### src/design/mjpid_pkg.sv
`timescale 1ns / 1ps
`default_nettype none
package mjpid_pkg;

	localparam int JOINT_COUNT_DEF = 8;
	localparam int DATA_W = 32;
	localparam int LIMIT_W = 31;

	// Register indexes on the configuration port.
	localparam logic [2:0] REG_PROP_GAIN     = 3'd0;
	localparam logic [2:0] REG_INTEG_GAIN    = 3'd1;
	localparam logic [2:0] REG_DERIV_GAIN    = 3'd2;
	localparam logic [2:0] REG_INTEG_LIMIT   = 3'd3;
	localparam logic [2:0] REG_TORQUE_LIMIT  = 3'd4;
	localparam logic [2:0] REG_SAMPLE_PERIOD = 3'd5;

	// Operation codes of an input item.
	localparam logic [1:0] FUNC_COMPUTE = 2'd0;
	localparam logic [1:0] FUNC_SET     = 2'd1;
	localparam logic [1:0] FUNC_CLEAR   = 2'd2;

	// Datapath step codes issued by the controller.
	localparam logic [3:0] STEP_NONE   = 4'd0;
	localparam logic [3:0] STEP_LOAD   = 4'd1;
	localparam logic [3:0] STEP_MUL_EP = 4'd2;
	localparam logic [3:0] STEP_INT    = 4'd3;
	localparam logic [3:0] STEP_MUL_P  = 4'd4;
	localparam logic [3:0] STEP_MUL_I  = 4'd5;
	localparam logic [3:0] STEP_ACC    = 4'd6;
	localparam logic [3:0] STEP_DSAT   = 4'd7;
	localparam logic [3:0] STEP_MUL_D  = 4'd8;
	localparam logic [3:0] STEP_FIN    = 4'd9;

	localparam logic [5:0] DIV_STEPS = 6'd49;

	typedef struct packed {
		logic       capture;
		logic [3:0] step;
		logic       out_load;
	} cmd_t;

	typedef struct packed {
		logic is_compute;
		logic div_done;
		logic out_free;
	} sts_t;

endpackage
`default_nettype wire

### src/design/mjpid_ctrl.sv
`timescale 1ns / 1ps
`default_nettype none
module mjpid_ctrl (
	input  wire logic            clk,
	input  wire logic            arst_n,
	input  wire logic            in_valid,
	output logic                 in_stall,
	input  mjpid_pkg::sts_t      sts,
	output mjpid_pkg::cmd_t      cmd
);

	localparam logic [3:0] S_IDLE  = 4'd0;
	localparam logic [3:0] S_LOAD  = 4'd1;
	localparam logic [3:0] S_MEP   = 4'd2;
	localparam logic [3:0] S_INT   = 4'd3;
	localparam logic [3:0] S_MP    = 4'd4;
	localparam logic [3:0] S_AP    = 4'd5;
	localparam logic [3:0] S_MI    = 4'd6;
	localparam logic [3:0] S_AI    = 4'd7;
	localparam logic [3:0] S_WAIT  = 4'd8;
	localparam logic [3:0] S_DSAT  = 4'd9;
	localparam logic [3:0] S_MD    = 4'd10;
	localparam logic [3:0] S_AD    = 4'd11;
	localparam logic [3:0] S_FIN   = 4'd12;
	localparam logic [3:0] S_DONE  = 4'd13;

	logic [3:0] state_q, state_d;

	assign in_stall = (state_q != S_IDLE);

	always_comb begin
		state_d = state_q;
		cmd.capture = 1'b0;
		cmd.step = mjpid_pkg::STEP_NONE;
		cmd.out_load = 1'b0;
		unique case (state_q)
			S_IDLE: begin
				if (in_valid) begin
					cmd.capture = 1'b1;
					state_d = S_LOAD;
				end
			end
			S_LOAD: begin
				cmd.step = mjpid_pkg::STEP_LOAD;
				state_d = S_MEP;
			end
			S_MEP: begin
				// The item kind is known from the captured fields here.
				if (sts.is_compute) begin
					cmd.step = mjpid_pkg::STEP_MUL_EP;
					state_d = S_INT;
				end else begin
					state_d = S_DONE;
				end
			end
			S_INT: begin
				cmd.step = mjpid_pkg::STEP_INT;
				state_d = S_MP;
			end
			S_MP: begin
				cmd.step = mjpid_pkg::STEP_MUL_P;
				state_d = S_AP;
			end
			S_AP: begin
				cmd.step = mjpid_pkg::STEP_ACC;
				state_d = S_MI;
			end
			S_MI: begin
				cmd.step = mjpid_pkg::STEP_MUL_I;
				state_d = S_AI;
			end
			S_AI: begin
				cmd.step = mjpid_pkg::STEP_ACC;
				state_d = S_WAIT;
			end
			S_WAIT: begin
				if (sts.div_done) begin
					state_d = S_DSAT;
				end
			end
			S_DSAT: begin
				cmd.step = mjpid_pkg::STEP_DSAT;
				state_d = S_MD;
			end
			S_MD: begin
				cmd.step = mjpid_pkg::STEP_MUL_D;
				state_d = S_AD;
			end
			S_AD: begin
				cmd.step = mjpid_pkg::STEP_ACC;
				state_d = S_FIN;
			end
			S_FIN: begin
				cmd.step = mjpid_pkg::STEP_FIN;
				state_d = S_DONE;
			end
			S_DONE: begin
				if (sts.out_free) begin
					cmd.out_load = 1'b1;
					state_d = S_IDLE;
				end
			end
			default: begin
				state_d = S_IDLE;
			end
		endcase
	end

	always_ff @(posedge clk or negedge arst_n) begin
		if (!arst_n) begin
			state_q <= S_IDLE;
		end else begin
			state_q <= state_d;
		end
	end

endmodule
`default_nettype wire

### config.mk
export PLATFORM = sky130hd
export DESIGN_NAME = mjpid_ctrl
export DESIGN_NICKNAME = d
export VERILOG_FILES = /design/src/design/mjpid_pkg.sv /design/src/design/mjpid_ctrl.sv
export SDC_FILE = /design/constraint.sdc
export NUM_CORES = 1
export LEC_CHECK = 0
export BUFFER_PORTS_ARGS = -buffer_cell sky130_fd_sc_hd__buf_2
export CORE_AREA = 2 2 39 41
export CTS_CLUSTER_SIZE = 28
export DETAILED_ROUTE_END_ITERATION = 7
export DIE_AREA = 0 0 41 43
export GPL_ROUTABILITY_DRIVEN = 0
export PLACE_DENSITY = 0.58
export RECOVER_POWER = 100
export SETUP_SLACK_MARGIN = 0.1
export SYNTH_ARGS = -nofsm -noshare
export SYNTH_HDL_FRONTEND = slang
export SYNTH_SLANG_ARGS = --single-unit
### constraint.sdc
create_clock -name clk -period 1.2 [get_ports clk]
set_input_delay 0.3 -clock clk [delete_from_list [all_inputs] [get_ports clk]]
set_output_delay 0.3 -clock clk [all_outputs]
set_load 0.03 [all_outputs]
==> results of run 1 <==
[layer usage]
| layer | global-route usage [%] | vias up | wire length, µm |
|---|---|---|---|
| met3 | 5.24 | 0 | 60 |
| met1 | 18.6 | 237 | 508 |
| met2 | 24.1 | 16 | 664 |
| met4 | 8.67 | 0 | 0 |
| li1 | - | 240 | - |
| met5 | 0 | - | 0 |
[cell type report]
cell class,count,area share (%)
Sequential cell,4,13.5
Multi-Input combinational cell,35,38.8
Clock buffer,3,3.01
Tap cell,16,2.68
Timing Repair Buffer,34,39.3
Inverter,4,2.68
[kinds of logic (layout without fill, tap and decap cells)]
family | after synthesis | in the layout
AOI/OAI and AO/OA | 18 | 18
buffers and inverters | 8 | 41
and+or+nand+nor | 16 | 16
xor gates and xnor gates | 1 | 1
DFF | 4 | 4
[cells in the final DEF, fill, tap and decap left out, types with 2 or more instances in the layout]
| cell | instances |
|---|---|
| a21oi_1 | 2 |
| buf_6 | 14 |
| dfrtp_1 | 3 |
| o21ai_0 | 2 |
| clkbuf_4 | 3 |
| inv_1 | 2 |
| buf_2 | 5 |
| a221oi_2 | 2 |
| nor2_1 | 3 |
| buf_4 | 13 |
| o21ai_1 | 3 |
| inv_4 | 2 |
[how the worst min path moves through the flow]
stage                     startpoint         end  slack [ns]  cells after the start
after floorplan               arst_n  state_q[0]       0.004                      0
final                         sts[1]  state_q[0]        0.34                      2
after global routing          sts[1]  state_q[0]        0.34                      2
after global placement        arst_n  state_q[2]        0.11                      1
after detailed placement      arst_n  state_q[2]        0.11                      1
after CTS                     sts[1]  state_q[0]        0.34                      2
[what timing repair did]
item / CTS / global route
endpoints found under the hold margin: 4 / 0
setup buffers: 7 / 3
hold buffers: 1 / 0
gates resized for setup: 27 / 13
pin swaps: 3 / 7
endpoints found under the setup margin: 11 / 11
[synthesized netlist by cell type (2+ instances only)]
cell type | n | area share [%]
nand3_1 | 2 | 2.8
buf_4 | 3 | 6.2
a221oi_1 | 2 | 4.8
dfrtp_1 | 4 | 28
o21ai_0 | 7 | 9.7
inv_1 | 4 | 4.2
a21oi_1 | 3 | 4.2
nor2_1 | 5 | 5.2
[power groups by stage]
stage                     combinational [mW]  sequential (mW)  clock [mW]
after CTS                               1.95            0.262       0.167
after global routing                    2.30            0.285       0.180
after floorplan                        0.992            0.270           0
after detailed placement                1.43            0.277           0
after global placement                  1.42            0.278           0
final                                   2.16            0.273       0.163
[per-stage QoR]
stage               TNS (ns)  power, mW  hold WS, ns
finish                 -2.80       2.59        0.344
global route           -3.50       2.77        0.339
CTS                    -2.59       2.38        0.340
detailed placement     -1.17       1.71        0.106
global placement       -1.20       1.70        0.105
floorplan             -0.909       1.26      0.00441
==> impl_summary.txt, run 1 <==
----------------------------------------------------
[Cells and area]
  Number of flip-flops in the largest register ... 4
  Final non-filler cell area ... approximately 750 µm²
  Register area ... 101 µm²
  Proportion of layout cells with a drive suffix above 1 ... roughly 66%
  Top Registers ... state_q (4)
  Core Util, Final ... a little over half
  Antenna cell count ... 0
  Post-route non-filler standard cell count ... 96
  Fin nets ... 88
  Synth-to-layout area growth ... 107%
  Combined area of the multi-input logic cells ... 290 µm²
  Most flops, register ... state_q
  Layout fillers ... 131

[Logic synthesis]
  Synth Net Count ... 53
  Compound-cell area share of the yosys netlist ... 33.2%
  Number of instances in the synthesized netlist ... 47
  Top_reg_cell synth ... dfrtp_1
  Number of synthesized register bits ... 4
  Adder and majority gate portion of the synthesized area ... 0%
  Share of flip-flops with an asynchronous set or reset ... 100%
  Synthesized-area fraction occupied by xor and xnor cells ... 2.42%
  Dominant combinational cell family by area after synthesis ... compound AO/OA/AOI/OAI gates
  Warnings from Yosys ... 0
  Post-Synth Simple-Gate Area ... 24.9%
  Post-synthesis sequential area ratio ... 27.7%
  Mux contribution to synthesized area ... 0%
  Cell area after synthesis ... between 300 and 400 µm²
  Number of synthesized flops with an enable pin ... 0
  Synth cell types ... 25
  Avg Inst Size Synth ... 7.69 µm²

[Route]
  Routed wire per std cell ... around 13 µm
  Antenna Nets Post-Route ... 0
  Number of design-rule violations left by the first detailed-router iteration ... 12
  Detailed Route WL ... 1230 µm
  First drt pass iteration count ... 4
  Via count of the routed design ... 493
  DRC violation count after routing ... 0
  Via density per instance ... 5.14

[Pwr]
  Combinational power share ... 83.2%
  Proportion of total power due to net switching ... between 40% and 50%
  Power per Cell Area ... 3460 nW/µm²
  Maximum resistive drop on vdd ... 1.65 mV
  Seq pwr share ... 10.6%
  Part of the total power dissipated in the clock network ... 6.3%
  Net Switching ... between 1 and 1.5 mW
  Reported leakage power ... approximately 0.34 nW
  Internal power ... 1.42 mW

[Outcome]
  Violations in the final reports ... negative setup slack
  Status ... finished with violations

[Global route]
  Overall overflow remaining after global route ... 0
  Number of global-route vias before repair ... about 460
  Largest net degree at the start of global routing ... 14
  All-Layer GR Usage ... 15.8%
  Number of antenna violations at the first check in global routing ... 0
  First-pass GRT wire length ... just under 2000 µm

[CTS]
  Post-CTS clock slew at the launch and capture registers of the worst setup and hold paths ... roughly 0.04 ns
  CTS tree ... built
  Root cell of the clock tree ... clkbuf_4
  CTS buffer count ... 3
  Clock latency on the worst-skew pair ... roughly 0.23 ns
  Sinks on Clock Net ... 4
  Buffer levels on the longest clock path ... 2
  Clock H-tree levels ... 1

[Worst setup path]
  Cells along the critical path ... or3_4, nand2b_4, nor2_4, buf_6
  R2R Path End ... state_q[0]
  Worst flop-to-flop path startpoint ... state_q[0]
  Stage delay of the slowest cell on the critical path ... between 0.3 and 0.4 ns
  Worst reg-to-reg path cell count ... 6
  Total number of cells along the worst setup path ... 4
  Critical path fanouts, max ... 2
  Critical path startpoint category ... register
  Signal arrival time at the worst endpoint ... 1.35 ns
  Flop2flop setup slack ... -0.25 ns
  Worst setup path startpoint ... state_q[2]
  Critical Path Sink Type ... primary output
  Slowest-stage cell, CP ... or3_4
  Gate family responsible for the most delay along the worst path ... simple AND/OR/NAND/NOR gates
  Category of the critical setup timing path ... register to primary output
  Required time at the endpoint of the critical path ... ~0.9 ns
  Combined buffer and inverter count along the critical path ... 1
  Capturing element of the worst setup path ... cmd[5]

[Min path]
  Path category of the worst min-delay check ... primary input to register

[Timing]
  Setup clock skew after layout ... 0.00124 ns
  Count of final setup violators ... 10
  Clock period minus final worst setup slack ... around 1.6 ns
  Worst Tran Pin Value ... 0.307 ns
  Setup repair after global routing missed its margin ... true
  Max frequency ... 608 MHz
  Final hold viol count ... 0
  Period utilisation layout ... 137%
  Final slew viol count ... 0
  Relative slew slack ... 79.4%
  Setup slack of the critical path after layout ... -0.445 ns

[Placement]
  Placed instance area ... 529 µm²
  Post-placement setup slack ... -0.262 ns
  Dpl cells ... between 80 and 90
  Total of buffers placed on input and output ports ... 12
  Detailed placer's ending HPWL ... a little over 700 µm

[Floorplanning]
  Die area ... 1760 µm²
  Cell row count ... 14
  Core Box Area ... approximately 1400 µm²
  Total I/O pin count ... 13
  Horizontal extent of the die ... ~41 µm
  Die boundary height ... 43 µm
  Initial core utilization ... a little over a quarter

[Run]
  Total of max-cap violations ... 0

----------------------------------------------------
No activity file was read; power rests on OpenSTA's default activity.
==> run 2, diff against run 1 <==
--- a/config.mk
+++ b/config.mk
@@ -11,7 +11,7 @@
 export DETAILED_ROUTE_END_ITERATION = 7
 export DIE_AREA = 0 0 41 43
 export GPL_ROUTABILITY_DRIVEN = 0
-export PLACE_DENSITY = 0.58
+export PLACE_DENSITY = 0.56
 export RECOVER_POWER = 100
 export SETUP_SLACK_MARGIN = 0.1
 export SYNTH_ARGS = -nofsm -noshare
==> constraint.sdc (replaced) <==
create_clock -name clk -period 1.97 [get_ports clk]
set_input_delay 0.4925 -clock clk [delete_from_list [all_inputs] [get_ports clk]]
set_output_delay 0.4925 -clock clk [all_outputs]
set_load 0.03 [all_outputs]
==> run 2 against run 1 <==
Against the previous run: the flow now finishes without violations; cell area decreased by 34%; sequential power decreased by 33%; count of clock-buffer cells in the layout unchanged; power decreased by 61%; cell count decreased by 18%; sequential cell count unchanged; highest routed layer is now met4.
==> impl_summary.txt, run 2 (synthesized netlist as in run 1, its figures left out) <==
----------------------------------------------------
[Cells and area]
  Post-route non-filler standard cell count ... 79 (-18%)
  Most frequent cells in the layout ... o21ai_0, buf_4, nor2_1, buf_2, clkbuf_2
  Most flops, register ... state_q
  Number of flip-flops in the largest register ... 4 (unchanged)
  Synth-to-layout area growth ... 36.0%
  Commonest non-fill, non-tap cell in the layout ... o21ai_0
  Fin nets ... 71 (-19%)
  Proportion of layout cells with a drive suffix above 1 ... 38.1% (-28 points)
  Core Util, Final ... 35.5% (-19 points)
  Layout fillers ... 150 (+15%)
  Top Registers ... state_q (4)
  Final non-filler cell area ... 492 µm² (-34%)
  Antenna cell count ... 0 (unchanged)

[Route]
  DRC violation count after routing ... 0 (unchanged)
  Number of design-rule violations left by the first detailed-router iteration ... 11 (-1)
  Via density per instance ... 5.19 (+1.1%)
  Via count of the routed design ... 410 (-17%)
  Detailed Route WL ... 881 µm (-29%)
  First drt pass iteration count ... 4 (unchanged)
  Routed wire per std cell ... 11.2 µm (-13%)
  Antenna Nets Post-Route ... 0 (unchanged)

[Worst setup path]
  Combined buffer and inverter count along the critical path ... 3 (+2)
  Signal arrival time at the worst endpoint ... 1.37 ns (+0.02 ns)
  Critical path startpoint category ... register
  Critical path fanouts, max ... 6 (+4)
  Category of the critical setup timing path ... register to primary output
  Most frequent cell on the critical path ... buf_4
  Slowest-stage cell, CP ... dfrtp_2
  Critical Path Sink Type ... primary output
  Stage delay of the slowest cell on the critical path ... 0.42 ns (+0.03 ns)
  Required time at the endpoint of the critical path ... 1.48 ns (+0.58 ns)
  Cells along the critical path ... buf_4, buf_4, o211ai_1, clkbuf_2
  Gate family responsible for the most delay along the worst path ... buffers and inverters

[Placement]
  Dpl cells ... 74 (-11%)
  Total of buffers placed on input and output ports ... 12 (unchanged)
  Placed instance area ... 439 µm² (-17%)
  Detailed placer's ending HPWL ... 624 µm (-12%)

[CTS]
  CTS tree ... built
  Clock H-tree levels ... 1 (unchanged)
  Buffer levels on the longest clock path ... 2 (unchanged)
  Number of buffers inserted by hold repair at cts ... 0 (-1)
  Sinks on Clock Net ... 4 (unchanged)
  CTS buffer count ... 3 (unchanged)
  Post-CTS clock slew at the launch and capture registers of the worst setup and hold paths ... 0.04 ns (about the same)
  Clock latency on the worst-skew pair ... 0.23 ns (about the same)
  Root cell of the clock tree ... clkbuf_4

[Timing]
  Final hold viol count ... 0 (unchanged)
  Post-route setup TNS ... 0 ns (+2.80 ns)
  Setup clock skew after layout ... 0.00306 ns (+0.00182 ns)
  Final slew viol count ... 0 (unchanged)
  Max frequency ... between 500 and 600 MHz
  Count of final setup violators ... 0 (-10)
  Clock period minus final worst setup slack ... between 1.5 and 2 ns
  Setup repair after global routing missed its margin ... true
  Hold slack final ... 0.0797 ns (-0.264 ns)
  Relative slew slack ... 76.1% (-3.3 points)
  Worst Tran Pin Value ... 0.360 ns (+0.0533 ns)
  Period utilisation layout ... 94.5%

[Floorplanning]
  Cell row count ... 14 (unchanged)
  Total I/O pin count ... 13 (unchanged)
  Initial core utilization ... 26.1% (unchanged)
  Core Box Area ... 1380 µm² (unchanged)
  Die boundary height ... 43 µm (unchanged)
  Horizontal extent of the die ... 41 µm (unchanged)
  Die area ... 1760 µm² (unchanged)

[Global route]
  All-Layer GR Usage ... 12.5% (-3.4 points)
  Overall overflow remaining after global route ... 0 (unchanged)
  Number of global-route vias before repair ... 352 (-24%)
  Largest net degree at the start of global routing ... 16 (+2)
  First-pass GRT wire length ... 1480 µm (-23%)
  Number of antenna violations at the first check in global routing ... 0 (unchanged)

[Pwr]
  Maximum resistive drop on vdd ... 0.729 mV (-56%)
  Power per Cell Area ... 2070 nW/µm² (-40%)
  Reported leakage power ... 0.216 nW (-36%)

[Outcome]
  Status ... finished, final reports clean

[Min path]
  Path category of the worst min-delay check ... primary input to asynchronous set/reset pin

[Run]
  Total of max-cap violations ... 0 (unchanged)

----------------------------------------------------
-- run 2: stage by stage --
step | setup slack [ns] | power (mW)
6_report | 0.109 | 1.02
5_1_grt | 0.0539 | 1.12
4_1_cts | 0.101 | 1.00
3_5_place_dp | 0.271 | 0.857
3_3_place_gp | 0.300 | 0.856
2_1_floorplan | 0.225 | 0.715
-- run 2: path summary, 6_finish.rpt --
path                            startpoint          to  slack [ns]  cells past startpoint
worst min register to register  state_q[0]  state_q[0]        0.63                      2
worst max-delay path            state_q[2]      cmd[2]        0.11                      4
worst max register to register  state_q[2]  state_q[1]        0.75                      5
worst min-delay path                arst_n  state_q[3]        0.08                      1
min in group clk                    sts[2]  state_q[2]        0.50                      2
max in group asynchronous           arst_n  state_q[2]        1.69                      1
-- run 2: timing repair --
item                                    CTS  global route
setup buffers                             2             0
gates resized for setup                   2             7
pin swaps                                 0             1
endpoints found under the setup margin    2             4
endpoints found under the hold margin     0             0
-- run 2: layout make-up --
| cell class | count | area [µm²] | share of cell area [%] |
|---|---|---|---|
| timing repair buffer | 17 | 100 | 20.4 |
| inverter | 4 | 15.0 | 3.05 |
| tap | 16 | 20.0 | 4.07 |
| clock buffer | 3 | 22.5 | 4.58 |
| sequential | 4 | 103 | 20.9 |
| multi-input combinational | 35 | 231 | 47.1 |
-- run 2: metal layers --
metal  up-vias  track usage, %  wire length (µm)
met4         0            12.0                19
met2        18            16.6               416
met1       184            17.2               391
met3         2               0                53
li1        206               -                 -
met5         -               0                 0
-- run 2: worst register-to-register path, delay by kind of cell (launching register included) --
family,cells,cell delay (ns)
buffers and inverters,2,0.30
AOI/OAI and AO/OA,2,0.21
and+or+nand+nor,1,0.17
DFF,1,0.42
-- run 2: power by group --
part | leakage [nW] | switching, mW | internal (mW)
Combinational | 0.156 | 0.438 | 0.294
Clock | 0.0138 | 0.0331 | 0.0681
Sequential | 0.0464 | 0.0530 | 0.130
Total | 0.216 | 0.524 | 0.493
==> run 3, diff against run 2 <==
--- a/config.mk
+++ b/config.mk
@@ -11,6 +11,7 @@
 export DETAILED_ROUTE_END_ITERATION = 7
 export DIE_AREA = 0 0 41 43
 export GPL_ROUTABILITY_DRIVEN = 0
+export MAX_ROUTING_LAYER = met4
 export PLACE_DENSITY = 0.56
 export RECOVER_POWER = 100
 export SETUP_SLACK_MARGIN = 0.1
==> run 3 against run 2 <==
Against the previous run: clock skew about the same; critical path depth unchanged; register-to-register slack barely moved; cell count unchanged; count of clock-buffer cells in the layout unchanged; worst hold slack about the same; largest cell class unchanged; sequential cell count did not move; critical path type unchanged; worst setup slack better by 0.0021 ns; highest routed layer unchanged; routed wire length increased by 0.79%; largest power group unchanged; sequential power about the same; non-clock buffer count is the same; power hardly changed.
==> impl_summary.txt, run 3 (synthesized netlist as in run 1, its figures left out) <==
----------------------------------------------------
[Outcome]
  Status ... finished, final reports clean

[Cells and area]
  Top Registers ... state_q (4)
  Proportion of layout cells with a drive suffix above 1 ... 38.1% (unchanged)
  Number of flip-flops in the largest register ... 4 (unchanged)
  Most flops, register ... state_q
  Most frequent cells in the layout ... o21ai_0, buf_4, nor2_1, buf_2, clkbuf_2
  Layout fillers ... 150 (unchanged)
  Antenna cell count ... 0 (unchanged)
  Core Util, Final ... 35.5% (unchanged)
  Combined area of the multi-input logic cells ... 231 µm² (unchanged)
  Commonest non-fill, non-tap cell in the layout ... o21ai_0
  Register area ... 103 µm² (unchanged)
  Fin nets ... 71 (unchanged)
  Synth-to-layout area growth ... 36.0% (unchanged)

[Timing]
  Max frequency ... 538 MHz (+0.11%)
  Post-route setup TNS ... 0 ns (unchanged)
  Worst Tran Pin Value ... 0.360 ns (+0.00000894 ns)
  Relative slew slack ... 76.1% (about the same)
  Final slew viol count ... 0 (unchanged)
  Final hold viol count ... 0 (unchanged)
  Period utilisation layout ... 94.4% (-0.11 points)
  Setup clock skew after layout ... 0.00300 ns (-0.0000579 ns)
  Clock period minus final worst setup slack ... 1.86 ns (-0.00211 ns)
  Count of final setup violators ... 0 (unchanged)
  Setup repair after global routing missed its margin ... true

[CTS]
  CTS tree ... built
  Post-CTS clock slew at the launch and capture registers of the worst setup and hold paths ... 0.04 ns (about the same)
  Sinks on Clock Net ... 4 (unchanged)
  Clock H-tree levels ... 1 (unchanged)
  Root cell of the clock tree ... clkbuf_4
  Number of buffers inserted by hold repair at cts ... 0 (unchanged)
  Clock latency on the worst-skew pair ... 0.23 ns (about the same)
  CTS buffer count ... 3 (unchanged)
  Buffer levels on the longest clock path ... 2 (unchanged)

[Pwr]
  Seq pwr share ... 18.1% (about the same)
  Maximum resistive drop on vdd ... 0.730 mV (about the same)
  Reported leakage power ... 0.216 nW (unchanged)
  Total Power ... 1.02 mW (about the same)
  Part of the total power dissipated in the clock network ... 10.0% (about the same)
  Proportion of total power due to net switching ... 51.6% (about the same)
  Net Switching ... 0.524 mW (about the same)
  Internal power ... 0.493 mW (about the same)
  Combinational power share ... 71.9% (about the same)
  Power per Cell Area ... 2070 nW/µm² (about the same)

[Floorplanning]
  Die area ... 1760 µm² (unchanged)
  Die boundary height ... 43 µm (unchanged)
  Initial core utilization ... 26.1% (unchanged)
  Horizontal extent of the die ... 41 µm (unchanged)
  Core Box Area ... 1380 µm² (unchanged)
  Total I/O pin count ... 13 (unchanged)
  Cell row count ... 14 (unchanged)

[Worst setup path]
  Category of the critical setup timing path ... register to primary output
  Critical path fanouts, max ... 6 (unchanged)
  Signal arrival time at the worst endpoint ... 1.37 ns (about the same)
  Critical Path Sink Type ... primary output
  Critical path startpoint category ... register
  Required time at the endpoint of the critical path ... 1.48 ns (about the same)

[Route]
  Via count of the routed design ... 407 (-0.73%)
  DRC violation count after routing ... 0 (unchanged)
  First drt pass iteration count ... 4 (unchanged)
  Via density per instance ... 5.15 (-0.73%)
  Routed wire per std cell ... 11.2 µm (+0.79%)
  Detailed Route WL ... 888 µm (+0.79%)
  Antenna Nets Post-Route ... 0 (unchanged)
  Number of design-rule violations left by the first detailed-router iteration ... 13 (+2)

[Global route]
  First-pass GRT wire length ... 1480 µm (unchanged)
  Layer carrying the most global-route usage ... met1
  Fraction of met1 tracks used by global routing ... 17.2% (unchanged)
  Largest net degree at the start of global routing ... 16 (unchanged)
  Number of antenna violations at the first check in global routing ... 0 (unchanged)
  GRT met3 Usage ... 0% (unchanged)
  Overall overflow remaining after global route ... 0 (unchanged)
  Number of global-route vias before repair ... 353 (+0.28%)
  All-Layer GR Usage ... 12.8% (+0.31 points)
  Met2 GRT Util ... 16.6% (unchanged)

[Placement]
  Detailed placer's ending HPWL ... 624 µm (unchanged)
  Total of buffers placed on input and output ports ... 12 (unchanged)

[Run]
  Total of max-cap violations ... 0 (unchanged)

[Min path]
  Path category of the worst min-delay check ... primary input to asynchronous set/reset pin

----------------------------------------------------
-- run 3: cell counts in the layout (fill, tap and decap cells not counted) --
No cell type changed its count.
-- run 3: area by class of cell --
cell class | instances | area share (%)
Clock buffer | 3 | 4.58
Timing Repair Buffer | 17 | 20.4
Sequential cell | 4 | 20.9
Multi-Input combinational cell | 35 | 47.1
Tap cell | 16 | 4.07
Inverter | 4 | 3.05
-- run 3: power by group through the flow --
stage | logic [mW] | registers, mW | clock network (mW)
after global routing | 0.809 | 0.193 | 0.113
after global placement | 0.671 | 0.185 | 0
final | 0.731 | 0.184 | 0.101
after detailed placement | 0.668 | 0.188 | 0
after CTS | 0.717 | 0.178 | 0.106
after floorplan | 0.552 | 0.163 | 0
-- run 3: worst paths after layout --
check                           start         end  slack (ns)  cells after the start
setup / recovery           state_q[2]      cmd[2]        0.11                      4
max in group asynchronous      arst_n  state_q[2]        1.69                      1
setup reg to reg           state_q[2]  state_q[1]        0.75                      5
min in group clk               sts[2]  state_q[2]        0.50                      2
hold / removal                 arst_n  state_q[3]        0.08                      1
hold reg to reg            state_q[0]  state_q[0]        0.63                      2
-- run 3: critical path, stage by stage (launching register included) --
cell      delay [ns]
dfrtp_2         0.42
buf_4           0.15
buf_4           0.15
o211ai_1        0.18
clkbuf_2        0.23
-- run 3: metal layers --
metal  routed length (µm)  share of wire, %
met5                    0                 0
met4                   19               2.1
met3                   58               6.5
met2                  416                47
met1                  393                44
-- run 3: through the flow --
stage	instance area [µm²]	hold slack, ns	setup slack (ns)	instances
final	492	0.0797	0.111	79
after global routing	492	0.0951	0.0539	79
after CTS	480	0.0502	0.101	79
after detailed placement	439	0.304	0.271	74
after global placement	439	0.300	0.300	74
after floorplan	364	0.197	0.225	47
-- run 3: what timing repair did --
action | CTS | global route
endpoints found under the setup margin | 2 | 4
pin swaps | 0 | 1
resized for setup | 2 | 7
gates cloned | 0 | 0
setup buffers | 2 | 0
endpoints found under the hold margin | 0 | 0
